`src/crc32_packet_framer_macros.svh`:
```
// ---------------------------------------------------------------------------
// Assertion macros for the CRC-32 packet framer
// Each macro expands to a labeled concurrent assertion, or to nothing when
// ASSERT_OFF is defined.
// ---------------------------------------------------------------------------
`ifndef CRC32_PACKET_FRAMER_MACROS_SVH
`define CRC32_PACKET_FRAMER_MACROS_SVH

`ifndef ASSERT_OFF
// check that a property holds at every clock edge outside reset
`define FRAMER_ASSERT(name, clk, rst, prop) \
   name: assert property (@(posedge clk) disable iff (rst) prop) \
      else $error("%m: property failed");
// check that a condition never holds outside reset
`define FRAMER_ASSERT_NEVER(name, clk, rst, cond) \
   name: assert property (@(posedge clk) disable iff (rst) !(cond)) \
      else $error("%m: forbidden condition seen");
`else
`define FRAMER_ASSERT(name, clk, rst, prop)
`define FRAMER_ASSERT_NEVER(name, clk, rst, cond)
`endif

`endif

```
`src/crc32pf_pkg.sv`:
```
// ---------------------------------------------------------------------------
// CRC-32 packet framer package
// Shared types, register codes, limits and the byte-wide CRC-32 update.
// ---------------------------------------------------------------------------
package crc32pf_pkg;

   localparam int MAX_PAYLOAD = 1024;
   localparam int LenWidth = 11;
   localparam int CsrIndexWidth = 3;
   localparam int CsrDataWidth = 11;
   localparam logic [LenWidth-1:0] MaxPayloadLen = LenWidth'(MAX_PAYLOAD);
   localparam logic [31:0] CrcPoly = 32'hEDB88320;

   typedef enum logic [CsrIndexWidth-1:0] {
      CSR_PREAMBLE_FIRST  = 3'd0,
      CSR_PREAMBLE_SECOND = 3'd1,
      CSR_SOURCE_ADDR     = 3'd2,
      CSR_DEST_ADDR       = 3'd3,
      CSR_PAYLOAD_LENGTH  = 3'd4
   } csr_index_type;

   // position of a word within the results of one payload byte
   typedef enum logic [3:0] {
      SLOT_PRE_FIRST  = 4'd0,
      SLOT_PRE_SECOND = 4'd1,
      SLOT_SOURCE     = 4'd2,
      SLOT_DEST       = 4'd3,
      SLOT_DATA       = 4'd4,
      SLOT_CRC0       = 4'd5,
      SLOT_CRC1       = 4'd6,
      SLOT_CRC2       = 4'd7,
      SLOT_CRC3       = 4'd8
   } slot_type;

   typedef struct packed {
      logic [7:0]          preamble_first;
      logic [7:0]          preamble_second;
      logic [7:0]          source_addr;
      logic [7:0]          dest_addr;
      logic [LenWidth-1:0] payload_length;
   } cfg_type;

   // everything the emitter needs to send the words of one payload byte
   typedef struct packed {
      logic        frame_start;
      logic        frame_end;
      logic [7:0]  data_byte;
      logic [31:0] crc;
   } rec_type;

   // update an inverted CRC register with one byte
   function automatic logic [31:0] crc_byte(input logic [31:0] acc, input logic [7:0] b);
      logic [31:0] r;
      r = ~acc;
      r[7:0] = r[7:0] ^ b;
      for (int k = 0; k < 8; k++) begin
         r = r[0] ? ((r >> 1) ^ CrcPoly) : (r >> 1);
      end
      return ~r;
   endfunction

endpackage

```
`src/crc32pf_req_if.sv`:
```
// ---------------------------------------------------------------------------
// Payload request channel
// Valid/ready channel carrying one payload byte per word.
// ---------------------------------------------------------------------------
interface crc32pf_req_if;
   logic       valid;
   logic       ready;
   logic [7:0] data_byte;

   modport source (output valid, output data_byte, input ready);
   modport sink (input valid, input data_byte, output ready);
endinterface

```
`src/crc32pf_rsp_if.sv`:
```
// ---------------------------------------------------------------------------
// Framed response channel
// Valid/ready channel carrying one framed output byte and its flags per word.
// ---------------------------------------------------------------------------
interface crc32pf_rsp_if;
   logic       valid;
   logic       ready;
   logic [7:0] out_byte;
   logic       run_last;
   logic       frame_last;

   modport source (output valid, output out_byte, output run_last, output frame_last,
                   input ready);
   modport sink (input valid, input out_byte, input run_last, input frame_last,
                 output ready);
endinterface

```
`src/crc32pf_csr.sv`:
```
// ---------------------------------------------------------------------------
// Framer configuration registers
// Holds the header bytes and the payload length written over the CSR port.
// ---------------------------------------------------------------------------
module crc32pf_csr (
   input  logic                                      clock,
   input  logic                                      reset,
   input  logic                                      csr_we,
   input  logic [crc32pf_pkg::CsrIndexWidth-1:0]     csr_index,
   input  logic [crc32pf_pkg::CsrDataWidth-1:0]      csr_wdata,
   output crc32pf_pkg::cfg_type                      cfg
);
   import crc32pf_pkg::*;

   cfg_type cfg_ff;
   cfg_type cfg_in;

   always_comb begin
      cfg_in = cfg_ff;
      if (csr_we) begin
         unique case (csr_index_type'(csr_index))
            CSR_PREAMBLE_FIRST:  cfg_in.preamble_first  = csr_wdata[7:0];
            CSR_PREAMBLE_SECOND: cfg_in.preamble_second = csr_wdata[7:0];
            CSR_SOURCE_ADDR:     cfg_in.source_addr     = csr_wdata[7:0];
            CSR_DEST_ADDR:       cfg_in.dest_addr       = csr_wdata[7:0];
            CSR_PAYLOAD_LENGTH:  cfg_in.payload_length  = csr_wdata[LenWidth-1:0];
            default: begin
               // drop writes to unknown indexes
            end
         endcase
      end
   end

   always_ff @(posedge clock) begin
      if (reset) begin
         cfg_ff <= '{preamble_first: 8'd0, preamble_second: 8'd0, source_addr: 8'd0,
                     dest_addr: 8'd0, payload_length: LenWidth'(64)};
      end else begin
         cfg_ff <= cfg_in;
      end
   end

   assign cfg = cfg_ff;

endmodule

```
`src/crc32pf_core.sv`:
```
// ---------------------------------------------------------------------------
// Framer position and CRC core
// Tracks the byte position in the frame and the running CRC, and builds the
// emit record for each accepted payload byte.
// ---------------------------------------------------------------------------
module crc32pf_core (
   input  logic                                 clock,
   input  logic                                 reset,
   input  logic                                 accept,
   input  logic [7:0]                           data_byte,
   input  logic [crc32pf_pkg::LenWidth-1:0]     payload_length,
   output crc32pf_pkg::rec_type                 rec,
   output logic [crc32pf_pkg::LenWidth-1:0]     frame_pos
);
   import crc32pf_pkg::*;

   logic [LenWidth-1:0] pos_ff;
   logic [LenWidth-1:0] pos_in;
   logic [31:0]         crc_ff;
   logic [31:0]         crc_in;
   logic                frame_start;
   logic [31:0]         crc_base;
   logic [31:0]         crc_new;
   logic [LenWidth-1:0] pos_inc;
   logic [LenWidth-1:0] len_eff;
   logic                frame_end;

   always_comb begin
      frame_start = (pos_ff == '0);
      crc_base    = frame_start ? '0 : crc_ff;
      crc_new     = crc_byte(crc_base, data_byte);
      pos_inc     = pos_ff + LenWidth'(1);
      // clamp length to the supported range
      if (payload_length == '0) begin
         len_eff = LenWidth'(1);
      end else if (payload_length > MaxPayloadLen) begin
         len_eff = MaxPayloadLen;
      end else begin
         len_eff = payload_length;
      end
      frame_end = (pos_inc >= len_eff);

      rec.frame_start = frame_start;
      rec.frame_end   = frame_end;
      rec.data_byte   = data_byte;
      rec.crc         = crc_new;

      pos_in = pos_ff;
      crc_in = crc_ff;
      if (accept) begin
         if (frame_end) begin
            pos_in = '0;
            crc_in = '0;
         end else begin
            pos_in = pos_inc;
            crc_in = crc_new;
         end
      end
   end

   always_ff @(posedge clock) begin
      if (reset) begin
         pos_ff <= '0;
         crc_ff <= '0;
      end else begin
         pos_ff <= pos_in;
         crc_ff <= crc_in;
      end
   end

   assign frame_pos = pos_ff;

endmodule

```
`src/crc32pf_emit.sv`:
```
// ---------------------------------------------------------------------------
// Framer output sequencer
// Holds one emit record; sends header (frame start), data, CRC (frame end).
// ---------------------------------------------------------------------------
module crc32pf_emit (
   input  logic                   clock,
   input  logic                   reset,
   input  logic                   load,
   input  crc32pf_pkg::rec_type   rec,
   input  crc32pf_pkg::cfg_type   cfg,
   output logic                   load_ready,
   crc32pf_rsp_if.source          rsp_if
);
   import crc32pf_pkg::*;

   logic     valid_ff;
   logic     valid_in;
   slot_type slot_ff;
   slot_type slot_in;
   rec_type  rec_ff;
   rec_type  rec_in;
   slot_type last_slot;
   logic     is_last;

   assign last_slot  = rec_ff.frame_end ? SLOT_CRC3 : SLOT_DATA;
   assign is_last    = (slot_ff == last_slot);
   assign load_ready = !valid_ff || (rsp_if.ready && is_last);

   always_comb begin
      valid_in = valid_ff;
      slot_in  = slot_ff;
      rec_in   = rec_ff;
      if (load) begin
         valid_in = 1'b1;
         rec_in   = rec;
         slot_in  = rec.frame_start ? SLOT_PRE_FIRST : SLOT_DATA;
      end else if (valid_ff && rsp_if.ready) begin
         if (is_last) begin
            valid_in = 1'b0;
         end else begin
            slot_in = slot_type'(slot_ff + 4'd1);
         end
      end
   end

   always_ff @(posedge clock) begin
      if (reset) begin
         valid_ff <= 1'b0;
      end else begin
         valid_ff <= valid_in;
      end
   end

   always_ff @(posedge clock) begin
      slot_ff <= slot_in;
      rec_ff  <= rec_in;
   end

   always_comb begin
      case (slot_ff)
         SLOT_PRE_FIRST:  rsp_if.out_byte = cfg.preamble_first;
         SLOT_PRE_SECOND: rsp_if.out_byte = cfg.preamble_second;
         SLOT_SOURCE:     rsp_if.out_byte = cfg.source_addr;
         SLOT_DEST:       rsp_if.out_byte = cfg.dest_addr;
         SLOT_DATA:       rsp_if.out_byte = rec_ff.data_byte;
         SLOT_CRC0:       rsp_if.out_byte = rec_ff.crc[7:0];
         SLOT_CRC1:       rsp_if.out_byte = rec_ff.crc[15:8];
         SLOT_CRC2:       rsp_if.out_byte = rec_ff.crc[23:16];
         SLOT_CRC3:       rsp_if.out_byte = rec_ff.crc[31:24];
         default:         rsp_if.out_byte = '0;
      endcase
   end

   assign rsp_if.valid      = valid_ff;
   assign rsp_if.run_last   = is_last;
   assign rsp_if.frame_last = (slot_ff == SLOT_CRC3);

endmodule

```
`src/crc32_packet_framer.sv`:
```
// ---------------------------------------------------------------------------
// CRC-32 packet framer
// Wraps a payload byte stream into frames: two preamble bytes, source and
// destination address, payload_length payload bytes, then the IEEE CRC-32 of
// the payload, least significant byte first.
//
// Usage:
//   req_if carries one payload byte per word, rsp_if one framed byte per word
//   with run_last (last word caused by that payload byte) and frame_last
//   (final CRC byte of the frame). Write the csr_ registers only while idle.
//   The first word for a payload byte appears in the cycle after it is
//   accepted. The single output register drains one word per cycle while
//   rsp_if.ready is high, and a payload byte causes one word mid-frame, five
//   on the first byte of a frame (header), five on the last (CRC) and nine
//   when the frame is one byte long. A new payload byte is taken in the same
//   cycle the last word of the previous one leaves.
//   Reset (synchronous) sets the CSR, position and CRC registers to defaults,
//   empties the output register and starts a new frame. If rsp_if.ready is low
//   the current word holds and req_if.ready drops until its last word is taken.
// ---------------------------------------------------------------------------
`include "crc32_packet_framer_macros.svh"

module crc32_packet_framer (
   input  logic                                  clock,
   input  logic                                  reset,
   crc32pf_req_if.sink                           req_if,
   crc32pf_rsp_if.source                         rsp_if,
   input  logic                                  csr_we,
   input  logic [crc32pf_pkg::CsrIndexWidth-1:0] csr_index,
   input  logic [crc32pf_pkg::CsrDataWidth-1:0]  csr_wdata
);
   import crc32pf_pkg::*;

   cfg_type             cfg;
   rec_type             core_rec;
   logic [LenWidth-1:0] frame_pos;
   logic                load_ready;
   logic                req_accept;

   // accept a payload byte whenever the output register can take its record
   assign req_if.ready = load_ready;
   assign req_accept   = req_if.valid && load_ready;

   // configuration registers
   crc32pf_csr u_csr (
      .clock     (clock),
      .reset     (reset),
      .csr_we    (csr_we),
      .csr_index (csr_index),
      .csr_wdata (csr_wdata),
      .cfg       (cfg)
   );

   // frame position, running CRC and record build
   crc32pf_core u_core (
      .clock          (clock),
      .reset          (reset),
      .accept         (req_accept),
      .data_byte      (req_if.data_byte),
      .payload_length (cfg.payload_length),
      .rec            (core_rec),
      .frame_pos      (frame_pos)
   );

   // output register and word sequencing
   crc32pf_emit u_emit (
      .clock      (clock),
      .reset      (reset),
      .load       (req_accept),
      .rec        (core_rec),
      .cfg        (cfg),
      .load_ready (load_ready),
      .rsp_if     (rsp_if)
   );

   // a new record only replaces a held one while its last word leaves
   `FRAMER_ASSERT(a_no_overwrite, clock, reset, (req_accept && rsp_if.valid) |-> (rsp_if.ready && rsp_if.run_last))
   // a frame-ending byte restarts the frame position
   `FRAMER_ASSERT(a_end_restarts, clock, reset, (req_accept && core_rec.frame_end) |=> (frame_pos == '0))
   // the final CRC byte is always the last word of its payload byte
   `FRAMER_ASSERT(a_flast_rlast, clock, reset, (rsp_if.valid && rsp_if.frame_last) |-> rsp_if.run_last)
   // the frame position stays below the maximum payload length
   `FRAMER_ASSERT_NEVER(a_pos_range, clock, reset, frame_pos >= MaxPayloadLen)

endmodule

```
`src/flat_wrapper.sv`:
```
// flat-port wrapper written by rule: the top's interface ports become plain ports
module crc32_packet_framer_flat import crc32pf_pkg::*;
  (clock, reset, csr_we, csr_index, csr_wdata, req_if_valid, req_if_data_byte, req_if_ready, rsp_if_valid, rsp_if_out_byte, rsp_if_run_last, rsp_if_frame_last, rsp_if_ready);
  crc32pf_req_if req_if_i ();
  crc32pf_rsp_if rsp_if_i ();
  input  logic clock;
  input  logic reset;
  input  logic csr_we;
  input  logic [crc32pf_pkg::CsrIndexWidth-1:0] csr_index;
  input  logic [crc32pf_pkg::CsrDataWidth-1:0] csr_wdata;
  input wire logic [$bits(req_if_i.valid)-1:0] req_if_valid;
  input wire logic [$bits(req_if_i.data_byte)-1:0] req_if_data_byte;
  output wire logic [$bits(req_if_i.ready)-1:0] req_if_ready;
  output wire logic [$bits(rsp_if_i.valid)-1:0] rsp_if_valid;
  output wire logic [$bits(rsp_if_i.out_byte)-1:0] rsp_if_out_byte;
  output wire logic [$bits(rsp_if_i.run_last)-1:0] rsp_if_run_last;
  output wire logic [$bits(rsp_if_i.frame_last)-1:0] rsp_if_frame_last;
  input wire logic [$bits(rsp_if_i.ready)-1:0] rsp_if_ready;
  assign req_if_i.valid = req_if_valid;
  assign req_if_i.data_byte = req_if_data_byte;
  assign req_if_ready = req_if_i.ready;
  assign rsp_if_valid = rsp_if_i.valid;
  assign rsp_if_out_byte = rsp_if_i.out_byte;
  assign rsp_if_run_last = rsp_if_i.run_last;
  assign rsp_if_frame_last = rsp_if_i.frame_last;
  assign rsp_if_i.ready = rsp_if_ready;
  crc32_packet_framer u_core (.clock(clock), .reset(reset), .req_if(req_if_i), .rsp_if(rsp_if_i), .csr_we(csr_we), .csr_index(csr_index), .csr_wdata(csr_wdata));
endmodule
```
`config.mk`:
```
export PLATFORM = sky130hd
export DESIGN_NAME = crc32_packet_framer_flat
export DESIGN_NICKNAME = d
export VERILOG_FILES = /design/src/crc32pf_pkg.sv /design/src/crc32pf_req_if.sv /design/src/crc32pf_rsp_if.sv /design/src/crc32pf_csr.sv /design/src/crc32pf_core.sv /design/src/crc32pf_emit.sv /design/src/crc32_packet_framer.sv /design/src/flat_wrapper.sv
export VERILOG_INCLUDE_DIRS = /design/src /design/src/src
export SDC_FILE = /design/constraint.sdc
export NUM_CORES = 1
export LEC_CHECK = 0
export ABC_AREA = 1
export BUFFER_PORTS_ARGS = -buffer_cell sky130_fd_sc_hd__buf_2
export CAP_MARGIN = 25
export CORE_MARGIN = 2
export CORE_UTILIZATION = 64
export CTS_BUF_LIST = sky130_fd_sc_hd__clkbuf_2 sky130_fd_sc_hd__clkbuf_4 sky130_fd_sc_hd__clkbuf_8
export DETAILED_ROUTE_END_ITERATION = 10
export PLACE_DENSITY = 0.81
export SYNTH_ARGS = -nofsm -noshare
export SYNTH_HDL_FRONTEND = slang
export SYNTH_SLANG_ARGS = --single-unit
```
`constraint.sdc`:
```
create_clock -name clock -period 3.3 [get_ports clock]
set_clock_uncertainty 0.2 [all_clocks]
set_input_delay 0.33 -clock clock [delete_from_list [all_inputs] [get_ports clock]]
set_output_delay 0.33 -clock clock [all_outputs]
set_load 0.03 [all_outputs]
```
# [Word-level counts from Yosys, hierarchy flattened]
# Index checks and enable logic that the tools add are counted.
[word_totals] regBits=132 input_bits=27 out_inout_bits=12 word_cells=81
[classes] add_sub_neg=2 magnitude_cmp=2 eq_ne=14 muxes=22 bitwise=11 n_reduce_logical=18
[op_table] op="$mux 32" count=10
[op_table] op="$not 13->14" count=8
[op_table] op="$pmux 8 s9" count=1
[op_table] op="$not 32->32" count=2
[op_table] op="$mux 11" count=3
[op_table] op="$logic_not 11->1" count=2
[op_table] op="$eq 4x3->1 const B" count=4
[op_table] op="$mux 4" count=4
[op_table] op="$reduce_and 2->1" count=7
[op_table] op="$add 11x1->11 const B" count=1
[op_table] op="$ge 11x11->1" count=1
[op_table] op="$gt 11x11->1 const B" count=1
[op_table] op="$eq 4x2->1 const B" count=2
[op_table] op="$xor 8x8->8" count=1
[op_table] op="$eq 3x2->1 const B" count=2
[op_table] op="$add 4x1->4 const B" count=1
[op_table] op="$eq 4x1->1 const B" count=1
[op_table] op="$eq 4x4->1" count=1
[op_table] op="$eq 4x4->1 const B" count=1
[op_table] op="$logic_not 4->1" count=1
[op_table] op="$reduce_bool 2->1" count=2
[op_table] op="$eq 3x1->1 const B" count=1
[op_table] op="$eq 3x3->1 const B" count=1
[op_table] op="$logic_and 1x1->1" count=3
[op_table] op="6 further kinds" count=8

# [Longest topological paths before layout]
# Gate-level depths: netlist of the first run.
[depth] depth_word=22 ltp_mapped=20 ltp_nobuf=20

# [Cells and area by module]
# Synthesis of the first run repeated with hierarchy kept, for this count alone.
[hier_totals] cells_unflattened=1030 area_unflattened_um2=7656.1
[modules_own_cells] module="crc32pf_core" n_inst=1 cells_each=545 area_each_um2=3642.2 seq_area_each_um2=860.8
[modules_own_cells] module="crc32pf_emit" n_inst=1 cells_each=230 area_each_um2=2224.6 seq_area_each_um2=1371.3
[modules_own_cells] module="crc32pf_csr" n_inst=1 cells_each=253 area_each_um2=1781.7 seq_area_each_um2=860.8
[modules_own_cells] module="crc32_packet_framer" n_inst=1 cells_each=2 area_each_um2=7.5 seq_area_each_um2=0.0

# [Worst setup path before layout of the first run]
# No wires, ideal clock.
[synth_timing] path_type="reg2reg" start="register u_core.u_core.pos_ff[2], in the netlist u_core.u_core.frame_pos[2]" end="register u_core.u_core.crc_ff[19]" setup_ps=71 arrival_time_ps=2696 required_ps=3029 path_slack_ps=333 stages_incl_launch_ff=17 n_path_buf=1 synth_period_minus_slack_ps=2967 path_cell_list="dfxtp_1 -> inv_1 -> nor3_1 -> nand4_1 -> or2_2 -> nor2_1 -> xor2_1 -> ha_1 -> nand2_1 -> nor2_1 -> a211oi_1 -> and3_1 -> o31ai_1 -> nor2_2 -> buf_2 -> nand3_1 -> a21oi_1"
[synth_lines] item="start, declared" line="crc32pf_core.sv:17" text="logic [LenWidth-1:0] pos_ff;"
[synth_lines] item="start signal, assigned" line="crc32pf_core.sv:66" text="pos_ff <= pos_in;"
[synth_lines] item="end signal, assigned" line="crc32pf_core.sv:67" text="crc_ff <= crc_in;"
[synth_lines] item="end, declared" line="crc32pf_core.sv:19" text="logic [31:0] crc_ff;"

==> results of run 1 <==
[power groups by stage]
stage / logic [W] / registers, W / clock network, W
2_1_floorplan: 0.000761 / 0.00194 / 0
3_3_place_gp: 0.00103 / 0.00196 / 0
3_5_place_dp: 0.00106 / 0.00197 / 0
4_1_cts: 0.00109 / 0.00193 / 0.00150
5_1_grt: 0.00125 / 0.00195 / 0.00157
6_report: 0.00115 / 0.00194 / 0.00150
[kinds of logic after synthesis]
group	synth area share
AOI/OAI and AO/OA	0.122
xor gates and xnor gates	0.0793
adders and majority gates	0.0300
buffers and inverters	0.0674
and+or+nand+nor	0.265
DFF	0.436
[metrics by stage]
stage | instances | total power, W | TNS (ps) | hold slack [ps] | utilization
2_1_floorplan | 909 | 0.00270 | 0 | 225 | -
3_3_place_gp | 1068 | 0.00299 | 0 | 236 | 0.685
3_5_place_dp | 1068 | 0.00303 | 0 | 248 | 0.685
4_1_cts | 1118 | 0.00453 | 0 | 5.93 | 0.743
5_1_grt | 1123 | 0.00477 | -223 | 51.7 | 0.756
6_report | 1123 | 0.00459 | 0 | 31.4 | 0.756
[metal layers]
| layer | vias to the layer above | routed length [um] | share of wire |
|---|---|---|---|
| met1 | 3005 | 7770 | 0.41 |
| li1 | 3087 | - | - |
| met4 | 0 | 786 | 0.041 |
| met3 | 77 | 1540 | 0.081 |
| met2 | 312 | 8920 | 0.47 |
| met5 | - | 0 | 0 |
[how the worst min path moves through the flow]
stage | depth (start not counted) | slack (ps) | end
6_report | 3 | 30 | u_core.u_csr.cfg[38]
5_1_grt | 3 | 50 | u_core.u_csr.cfg[3]
4_1_cts | 3 | 6 | u_core.u_csr.cfg[38]
3_5_place_dp | 2 | 250 | u_core.u_csr.cfg[17]
3_3_place_gp | 2 | 240 | u_core.u_csr.cfg[12]
2_1_floorplan | 2 | 220 | u_core.u_csr.cfg[14]
[registers in the layout (all words and copies together), names as in the netlist]
signal                      flops
u_core.u_emit.slot_ff           4
u_core.u_emit.rsp_if.valid      1
u_core.u_csr.cfg               43
u_core.u_emit.rec_ff           41
u_core.u_core.frame_pos        11
u_core.u_core.crc_ff           32
[layout by cell type (no fill, tap or decap), types with 3 or more instances in the layout]
cell | synthesis | final
xnor2_1 | 11 | 11
nand2_2 | 16 | 17
bufinv_16 | 0 | 4
nand2_4 | 7 | 6
clkinv_4 | 0 | 3
buf_4 | 0 | 15
nor2_1 | 80 | 78
o22ai_1 | 4 | 4
nand4_1 | 8 | 8
clkinvlp_4 | 0 | 4
a21oi_1 | 69 | 65
or2_1 | 3 | 3
dlygate4sd3_1 | 0 | 18
buf_2 | 6 | 38
nor2_2 | 4 | 5
edfxtp_1 | 45 | 45
nand3_1 | 52 | 52
nand2_1 | 249 | 248
inv_1 | 86 | 86
xor2_1 | 32 | 31
ha_1 | 17 | 16
a32o_1 | 5 | 5
a21oi_2 | 3 | 7
a311oi_1 | 8 | 6
inv_2 | 3 | 3
clkbuf_8 | 0 | 17
o21ai_0 | 50 | 50
xor2_2 | 8 | 9
dfxtp_1 | 87 | 84
[cell type report]
class	instances	area, um2	share of cell area
multi-input cells	654	3590	0.438
clock inverters	13	184	0.0224
repair buffers	75	564	0.0688
flip-flops and latches	132	3100	0.378
clock buffers	19	249	0.0304
inverters	90	339	0.0414
well taps	140	175	0.0214
[critical path, delay by kind of cell, from the launching register on]
family | cells | cell delay [ps]
AO/OA/AOI/OAI | 3 | 470
XOR/XNOR | 1 | 260
adder cells (fa/ha/maj) | 1 | 310
buffers and inverters | 3 | 370
flip-flops | 1 | 370
AND/OR/NAND/NOR | 9 | 1140
[repair_timing]
item | 4_1_cts | 5_1_grt
pin swaps | 0 | 8
resized for setup | 3 | 19
gates cloned | 0 | 2
setup buffers | 0 | 3
setup endpoints to repair | 3 | 46
hold buffers | 18 | 0
hold endpoints to repair | 23 | 0
==> reports/results.tsv, run 1 <==
metric	value	unit
status	complete, no violations	
grt_pass1_wl	29.3	mm
drive_gt1_frac	0.154	
leakage	3.41	nW
timing.slew.headroom	0.309	
ant_nets	0	
placementRows	38	
grt_start_max_net_pins	45	
synth_area_leader_cell	dfxtp_1	
dp_hpwl	12.9	mm
yosysWarningCount	0	
syn-cell-area	0.00709	mm2
avgRoutedWirePerCell	16.9	um
critPathCaptureType	register	
numCtsBuffers	17	
drc_errors	0	
root_buffer	clkbuf_8	
tightestPinTransition	1030	ps
place_ws	133	ps
routed_wirelength	19.0	mm
fp.dieW	109	um
yosys_most_used_dff	dfxtp_1	
r2r_end	u_core.u_core.frame_pos[0]	
ios	39	
cp.arrival	3370	ps
gr-usage-met3	0.0771	
worstPathCellList	inv_1 > nor3_2 > nand3_1 > nor2_2 > nand4_1 > xor2_1 > ha_1 > nand2_2 > nor2_1 > a211oi_1 > and3_1 > o31ai_1 > nor2_2 > buf_6 > buf_12 > nor2_1 > a211oi_1	
tritoncts	yes	
core	0.0108	mm2
fin_ws	82.8	ps
clk-insertion-delay-late	460	ps
grt_pass1_vias	6036	
synth_cell_type_count	49	
area_growth	15.7	%
holdCritStartpoint	csr_wdata[3]	
min_path_type	primary input to register	
cp.required	3450	ps
grt-ovfl-total	0	
synthCells	909	
rr_worst_depth	17	
p_per_area	559	mW/mm2
crit_path_top_delay_cell	dfxtp_2	
vdd_drop_max	409	uV
regToRegStartpoint	u_core.u_core.frame_pos[0]	
htreeDepth	4	
drv_cap	0	
grt_use_met1	0.413	
pwr-share-comb	0.251	
internal_power	0.00306	W
path_max_fanout	9	
synth_top_cell_area_share	0.246	
use_met2	0.527	
cpPeakStageDelay	370	ps
synth_seq_area_share	0.436	
placed_area	0.00743	mm2
gp_congestion	0.905	
die_h	109	um
synth-seq-cells	132	
cp-startpoint	u_core.u_core.frame_pos[0]	
syn_nets	953	
switchingPower	0.00153	W
post-route-period-util	0.975	
pwr-share-seq	0.422	
synthTopCellsByArea	dfxtp_1 25%, edfxtp_1 19%, nand2_1 13%	
cp-start-kind	register	
start_util	0.654	
netSwitchingFraction	0.333	
critPathKind	register to register	
cp-endpoint	u_core.u_core.frame_pos[0]	
fmax	311	MHz
vias	6481	
antenna_found_initial	0	
gr-max-usage-layer	met2	
rrSetupSlack	80	ps
pwr-share-clk	0.327	
nets	1014	
drt_iter0_markers	773	
synth_most_common_cell	nand2_1	
report.final.slew_viol_count	0	
io_buffers	38	
final_area	0.00820	mm2
grt_usage	0.325	
hold_viol	0	
clkTransAtPathRegs	70	ps
async_flop_share	0	
vias_per_cell	5.77	
die_area	0.0119	mm2
cts_sinks	132	
n_antenna_cell	0	
period_needed	3220	ps
setup_viol	0	
first_pass_iters	6	
clk_path_buf_depth	2	
postSynthAreaPerCell	7.80	um2
fill_cells	793	
ys_top_cells_by_count	249 x nand2_1, 87 x dfxtp_1, 86 x inv_1, 80 x nor2_1, 69 x a21oi_1	
synth_edf_count	45	
No activity file was read; power rests on OpenSTA's default activity.
==> inputs of run 2 (changes only) <==
--- a/config.mk
+++ b/config.mk
@@ -9,11 +9,12 @@
 export ABC_AREA = 1
 export BUFFER_PORTS_ARGS = -buffer_cell sky130_fd_sc_hd__buf_2
 export CAP_MARGIN = 25
+export CORE_ASPECT_RATIO = 1.75
 export CORE_MARGIN = 2
-export CORE_UTILIZATION = 64
+export CORE_UTILIZATION = 25
 export CTS_BUF_LIST = sky130_fd_sc_hd__clkbuf_2 sky130_fd_sc_hd__clkbuf_4 sky130_fd_sc_hd__clkbuf_8
 export DETAILED_ROUTE_END_ITERATION = 10
-export PLACE_DENSITY = 0.81
+export PLACE_DENSITY = 0.37
 export SYNTH_ARGS = -nofsm -noshare
 export SYNTH_HDL_FRONTEND = slang
 export SYNTH_SLANG_ARGS = --single-unit
==> constraint.sdc (replaced) <==
create_clock -name clock -period 3.9 [get_ports clock]
set_clock_uncertainty 0.2 [all_clocks]
set_input_delay 0.39 -clock clock [delete_from_list [all_inputs] [get_ports clock]]
set_output_delay 0.39 -clock clock [all_outputs]
set_load 0.03 [all_outputs]
==> reports/results.tsv, run 2 (synthesized netlist as in run 1, its figures left out) <==
metric	value	unit
netSwitchingFraction	0.349	
ios	39	
root_buffer	clkbuf_8	
gp_congestion	0.760	
avgRoutedWirePerCell	16.5	um
setup_viol	0	
clkTransAtPathRegs	70	ps
critPathCaptureType	output port	
die_h	227	um
numCtsBuffers	17	
vdd_drop_max	211	uV
grt_pass1_vias	5847	
core	0.0280	mm2
io_buffers	38	
period_needed	3510	ps
cp.required	3310	ps
whs_endpoint	u_core.u_csr.cfg[39]	
timing.slew.headroom	0.529	
cp-startpoint	u_core.u_emit.slot_ff[0]	
p_per_area	454	mW/mm2
critPathTopFamily	compound AO/OA/AOI/OAI gates	
fp.dieW	131	um
cpPeakStageDelay	430	ps
ant_nets	0	
fin_hold_ws	53.2	ps
grt_usage	0.155	
final.setup.tns	0	ps
switchingPower	0.00130	W
clk-insertion-delay-late	480	ps
vias	5911	
status	complete, no violations	
path_max_fanout	11	
antenna_found_initial	1	
largest_reg_flops	43	
drv_cap	0	
routed_wirelength	22.2	mm
min_path_type	primary input to register	
dp_hpwl	16.5	mm
grt-ovfl-total	0	
die_area	0.0298	mm2
tritoncts	yes	
grt_start_max_net_pins	45	
fmax	285	MHz
cts_sinks	132	
post-route-period-util	0.901	
rr_worst_depth	16	
regToRegStartpoint	u_core.u_core.frame_pos[2]	
pwr-share-comb	0.255	
internal_power	0.00243	W
worstPathCellList	inv_1 > ha_1 > nand2_1 > clkinv_1 > a32o_1 > a311oi_1 > nand3_1 > buf_2	
critPathKind	register to output port	
crit_cells	8	
clk_path_buf_depth	2	
htreeDepth	4	
final_common_cell	nand2_1	
cp_num_buf_inv	3	
grt_pass1_wl	34.4	mm
min_path_cells	3	
pwr-share-clk	0.307	
crit_path_top_delay_cell	edfxtp_1	
area_growth	16.0	%
r2r_end	u_core.u_core.crc_ff[18]	
final_core_util	0.294	
start_util	0.253	
mostFrequentLayoutCells	249 x nand2_1, 87 x dfxtp_1, 85 x inv_1	
report.final.slew_viol_count	0	
nets	1003	
drc_errors	0	
drt_iter0_markers	281	
placementRows	81	
pwr-share-seq	0.438	
holdCritStartpoint	csr_wdata[4]	
cp.arrival	2920	ps
vias_per_cell	4.39	
leakage	3.32	nW
cp-start-kind	register	
rsz0062_at_grt	false	
fill_cells	3088	
first_pass_iters	7	
drive_gt1_frac	0.134	
rrSetupSlack	550	ps
tightestPinTransition	706	ps
hold_viol	0	
run 2: how the worst max path moves through the flow:
stage | to | slack (ps)
2_1_floorplan | u_core.u_core.crc_ff[19] | 930
3_3_place_gp | u_core.u_core.crc_ff[23] | 470
3_5_place_dp | u_core.u_core.crc_ff[16] | 510
4_1_cts | rsp_if_out_byte[5] | 290
5_1_grt | u_core.u_core.crc_ff[26] | 110
6_report | rsp_if_out_byte[5] | 390
run 2: area by class of cell:
class,instances,area [um2],area share
well taps,373,467,0.0568
diodes,1,2.50,0.000304
inverters,90,338,0.0411
repair buffers,64,435,0.0530
clock inverters,13,118,0.0143
clock buffers,19,249,0.0303
multi-input cells,654,3520,0.428
flip-flops and latches,132,3090,0.376
run 2: what timing repair did:
| item | 4_1_cts | 5_1_grt |
|---|---|---|
| setup endpoints to repair | 0 | 0 |
| buffers inserted | 0 | 0 |
| resized for setup | 0 | 0 |
| hold buffers | 12 | 0 |
| hold endpoints to repair | 12 | 0 |
run 2: layer usage:
metal / vias up / GRT usage / share of wire
li1: 3068 / - / -
met1: 2721 / 0.169 / 0.41
met2: 88 / 0.285 / 0.52
met3: 34 / 0.0264 / 0.028
met4: 0 / 0.0856 / 0.040
met5: - / 0 / 0
run 2: through the flow:
step / instance area, um2 / instances / power, W / setup WS (ps)
after global routing: 8220 / 1346 / 0.00395 / 114
after detailed placement: 7730 / 1301 / 0.00263 / 509
final: 8220 / 1346 / 0.00373 / 387
after CTS: 8220 / 1345 / 0.00381 / 288
after global placement: 7720 / 1300 / 0.00263 / 475
after floorplan: 7090 / 909 / 0.00229 / 933
run 2: tightest hold or removal path: cells and delay by family:
kind                   cells  cell delay [ps]
buffers and inverters      1              150
and+or+nand+nor            2              140
run 2: power groups by stage:
stage	registers, W	clock network [W]	logic [W]
floorplan	0.00164	0	0.000644
global placement	0.00167	0	0.000963
detailed placement	0.00167	0	0.000967
CTS	0.00164	0.00119	0.000978
global route	0.00165	0.00124	0.00106
finish	0.00163	0.00114	0.000950
==> inputs of run 3 (changes only) <==
--- a/config.mk
+++ b/config.mk
@@ -17,4 +17,5 @@
 export PLACE_DENSITY = 0.37
 export SYNTH_ARGS = -nofsm -noshare
 export SYNTH_HDL_FRONTEND = slang
+export SYNTH_HIERARCHICAL = 1
 export SYNTH_SLANG_ARGS = --single-unit
==> reports/results.tsv, run 3 <==
metric	value	unit
status	complete, no violations	
report.final.slew_viol_count	0	
final_core_util	0.292	
setup_viol	0	
vias	6304	
leakage	3.74	nW
grt_pass1_wl	35.5	mm
clk-insertion-delay-late	470	ps
yosysWarningCount	6	
synth-seq-cells	132	
die_h	236	um
nets	1115	
switchingPower	0.00132	W
start_util	0.255	
grt_usage	0.150	
drt_iter0_markers	269	
largest_reg_flops	43	
dp_hpwl	17.5	mm
clk_path_buf_depth	2	
vdd_drop_max	216	uV
die_area	0.0321	mm2
routed_wirelength	23.1	mm
synth_area_leader_cell	dfxtp_1	
area_growth	14.5	%
cpPeakStageDelay	410	ps
numCtsBuffers	17	
final_area	0.00876	mm2
power.total	0.00383	W
io_buffers	38	
internal_power	0.00251	W
vias_per_cell	4.28	
final.setup.tns	0	ps
pwr-share-seq	0.428	
cp-start-kind	register	
async_flop_share	0	
htreeDepth	4	
drive_gt1_frac	0.161	
p_per_area	437	mW/mm2
synth_edf_count	45	
worstPathCellList	inv_1 > nor3_1 > nand3_1 > nor3_1 > nand2_1 > xnor2_1 > ha_1 > nand2_1 > nor2_1 > nand2_1 > o211ai_1 > a31oi_1 > nand2_1 > nor2_4 > buf_12 > nand3_1 > a21oi_1	
placementRows	84	
critPathCaptureType	register	
yosys_most_used_dff	dfxtp_1	
synth_cell_type_count	42	
min_path_cells	4	
cp.arrival	3600	ps
grt_pass1_vias	6107	
critPathKind	register to register	
mostFrequentLayoutCells	354 x nand2_1, 124 x nor2_1, 87 x dfxtp_1	
clkTransAtPathRegs	80	ps
synth_top_cell_area_share	0.227	
synthTopCellsByArea	dfxtp_1 23%, edfxtp_1 18%, nand2_1 17%	
critPathMostFrequentCell	nand2_1	
hold_viol	0	
grt-ovfl-total	0	
rsz0062_at_grt	false	
synth_most_common_cell	nand2_1	
ios	39	
synth_seq_area_share	0.404	
ys_top_cells_by_count	354 x nand2_1, 125 x nor2_1, 87 x dfxtp_1, 75 x inv_1, 68 x nand3_1	
path_max_fanout	43	
avgRoutedWirePerCell	15.7	um
crit_path_top_delay_cell	dfxtp_1	
cp.required	4110	ps
grt_start_max_net_pins	46	
core	0.0301	mm2
rr_worst_depth	17	
synthCells	1030	
min_path_type	primary input to register	
syn_nets	1074	
fmax	295	MHz
placed_area	0.00823	mm2
period_needed	3390	ps
tightestPinTransition	593	ps
postSynthAreaPerCell	7.43	um2
timing.slew.headroom	0.605	
gp_congestion	0.783	
syn-cell-area	0.00766	mm2
drc_errors	0	
cts_sinks	132	
ant_nets	0	
post-route-period-util	0.870	
root_buffer	clkbuf_8	
cts_setup_buffers	0	
final_common_cell	nand2_1	
pwr-share-comb	0.240	
netSwitchingFraction	0.345	
drv_cap	0	
fp.dieW	136	um
tritoncts	yes	
first_pass_iters	5	
antenna_found_initial	1	
pwr-share-clk	0.333	
run 3: cell count changes in the layout (fill, tap and decap cells not counted), moves of 10 or more:
| cell | delta |
|---|---|
| a21oi_1 | -22 |
| inv_1 | -11 |
| nand2_1 | +105 |
| nand2_2 | +10 |
| nand3_1 | +16 |
| nand3b_1 | +13 |
| nor2_1 | +45 |
| nor2_4 | +14 |
| o21ai_0 | -45 |
run 3: routing by layer:
metal / up-vias / GRT usage / wire length, um
met5: - / 0 / 0
met4: 0 / 0.0660 / 607
met3: 30 / 0.0213 / 426
met2: 73 / 0.281 / 12700
met1: 2901 / 0.163 / 9350
li1: 3300 / - / -
run 3: metrics by stage:
| step | setup WS, ps | cells | hold WS [ps] |
|---|---|---|---|
| 2_1_floorplan | 376 | 1030 | 245 |
| 3_3_place_gp | 565 | 1427 | 252 |
| 3_5_place_dp | 530 | 1428 | 256 |
| 4_1_cts | 495 | 1471 | 7.92 |
| 5_1_grt | 184 | 1472 | 62.6 |
| 6_report | 509 | 1472 | 51.7 |
run 3: critical path, delay by kind of cell, from the launching register on:
family / cells / cell delay (ps)
AND/OR/NAND/NOR: 10 / 1510
flip-flops: 1 / 410
AO/OA/AOI/OAI: 3 / 340
buffers and inverters: 2 / 320
adder cells (fa/ha/maj): 1 / 270
XOR/XNOR: 1 / 220
run 3: power groups by stage:
stage / Sequential [W] / Clock (W) / Combinational, W
after floorplan: 0.00165 / 0 / 0.000657
after global placement: 0.00167 / 0 / 0.000927
after detailed placement: 0.00167 / 0 / 0.000928
after CTS: 0.00164 / 0.00133 / 0.000939
after global routing: 0.00165 / 0.00138 / 0.00102
final: 0.00164 / 0.00127 / 0.000917
run 3: final timing paths:
check | startpoint | end | slack (ps)
worst max register to register | u_core/u_core/frame_pos[0] | u_core/u_core/crc_ff[15] | 510
worst min-delay path | csr_wdata[10] | u_core/u_csr/cfg[10] | 50
worst min register to register | u_core/u_core/crc_ff[14] | u_core/u_core/crc_ff[14] | 270
worst max-delay path | u_core/u_core/frame_pos[0] | u_core/u_core/crc_ff[15] | 510
run 3: cells by family after synthesis:
| logic type | synth area share |
|---|---|
| and+or+nand+nor | 0.383 |
| DFF | 0.404 |
| buffers and inverters | 0.0703 |
| AOI/OAI and AO/OA | 0.0425 |
| xor gates and xnor gates | 0.0722 |
| adders and majority gates | 0.0278 |
run 3: timing repair:
item | in CTS | in global routing
endpoints found under the setup margin | 0 | 0
hold buffers | 11 | 0
hold endpoints to repair | 11 | 0
resized for setup | 0 | 0
run 3: area by class of cell:
class | count | area (um2)
fill | 3383 | 21300
multi-input combinational | 774 | 4030
sequential | 132 | 3090
tap | 387 | 484
timing repair buffer | 58 | 400
inverter | 88 | 330
clock buffer | 18 | 241
clock inverter | 14 | 179
antenna | 1 | 2.50
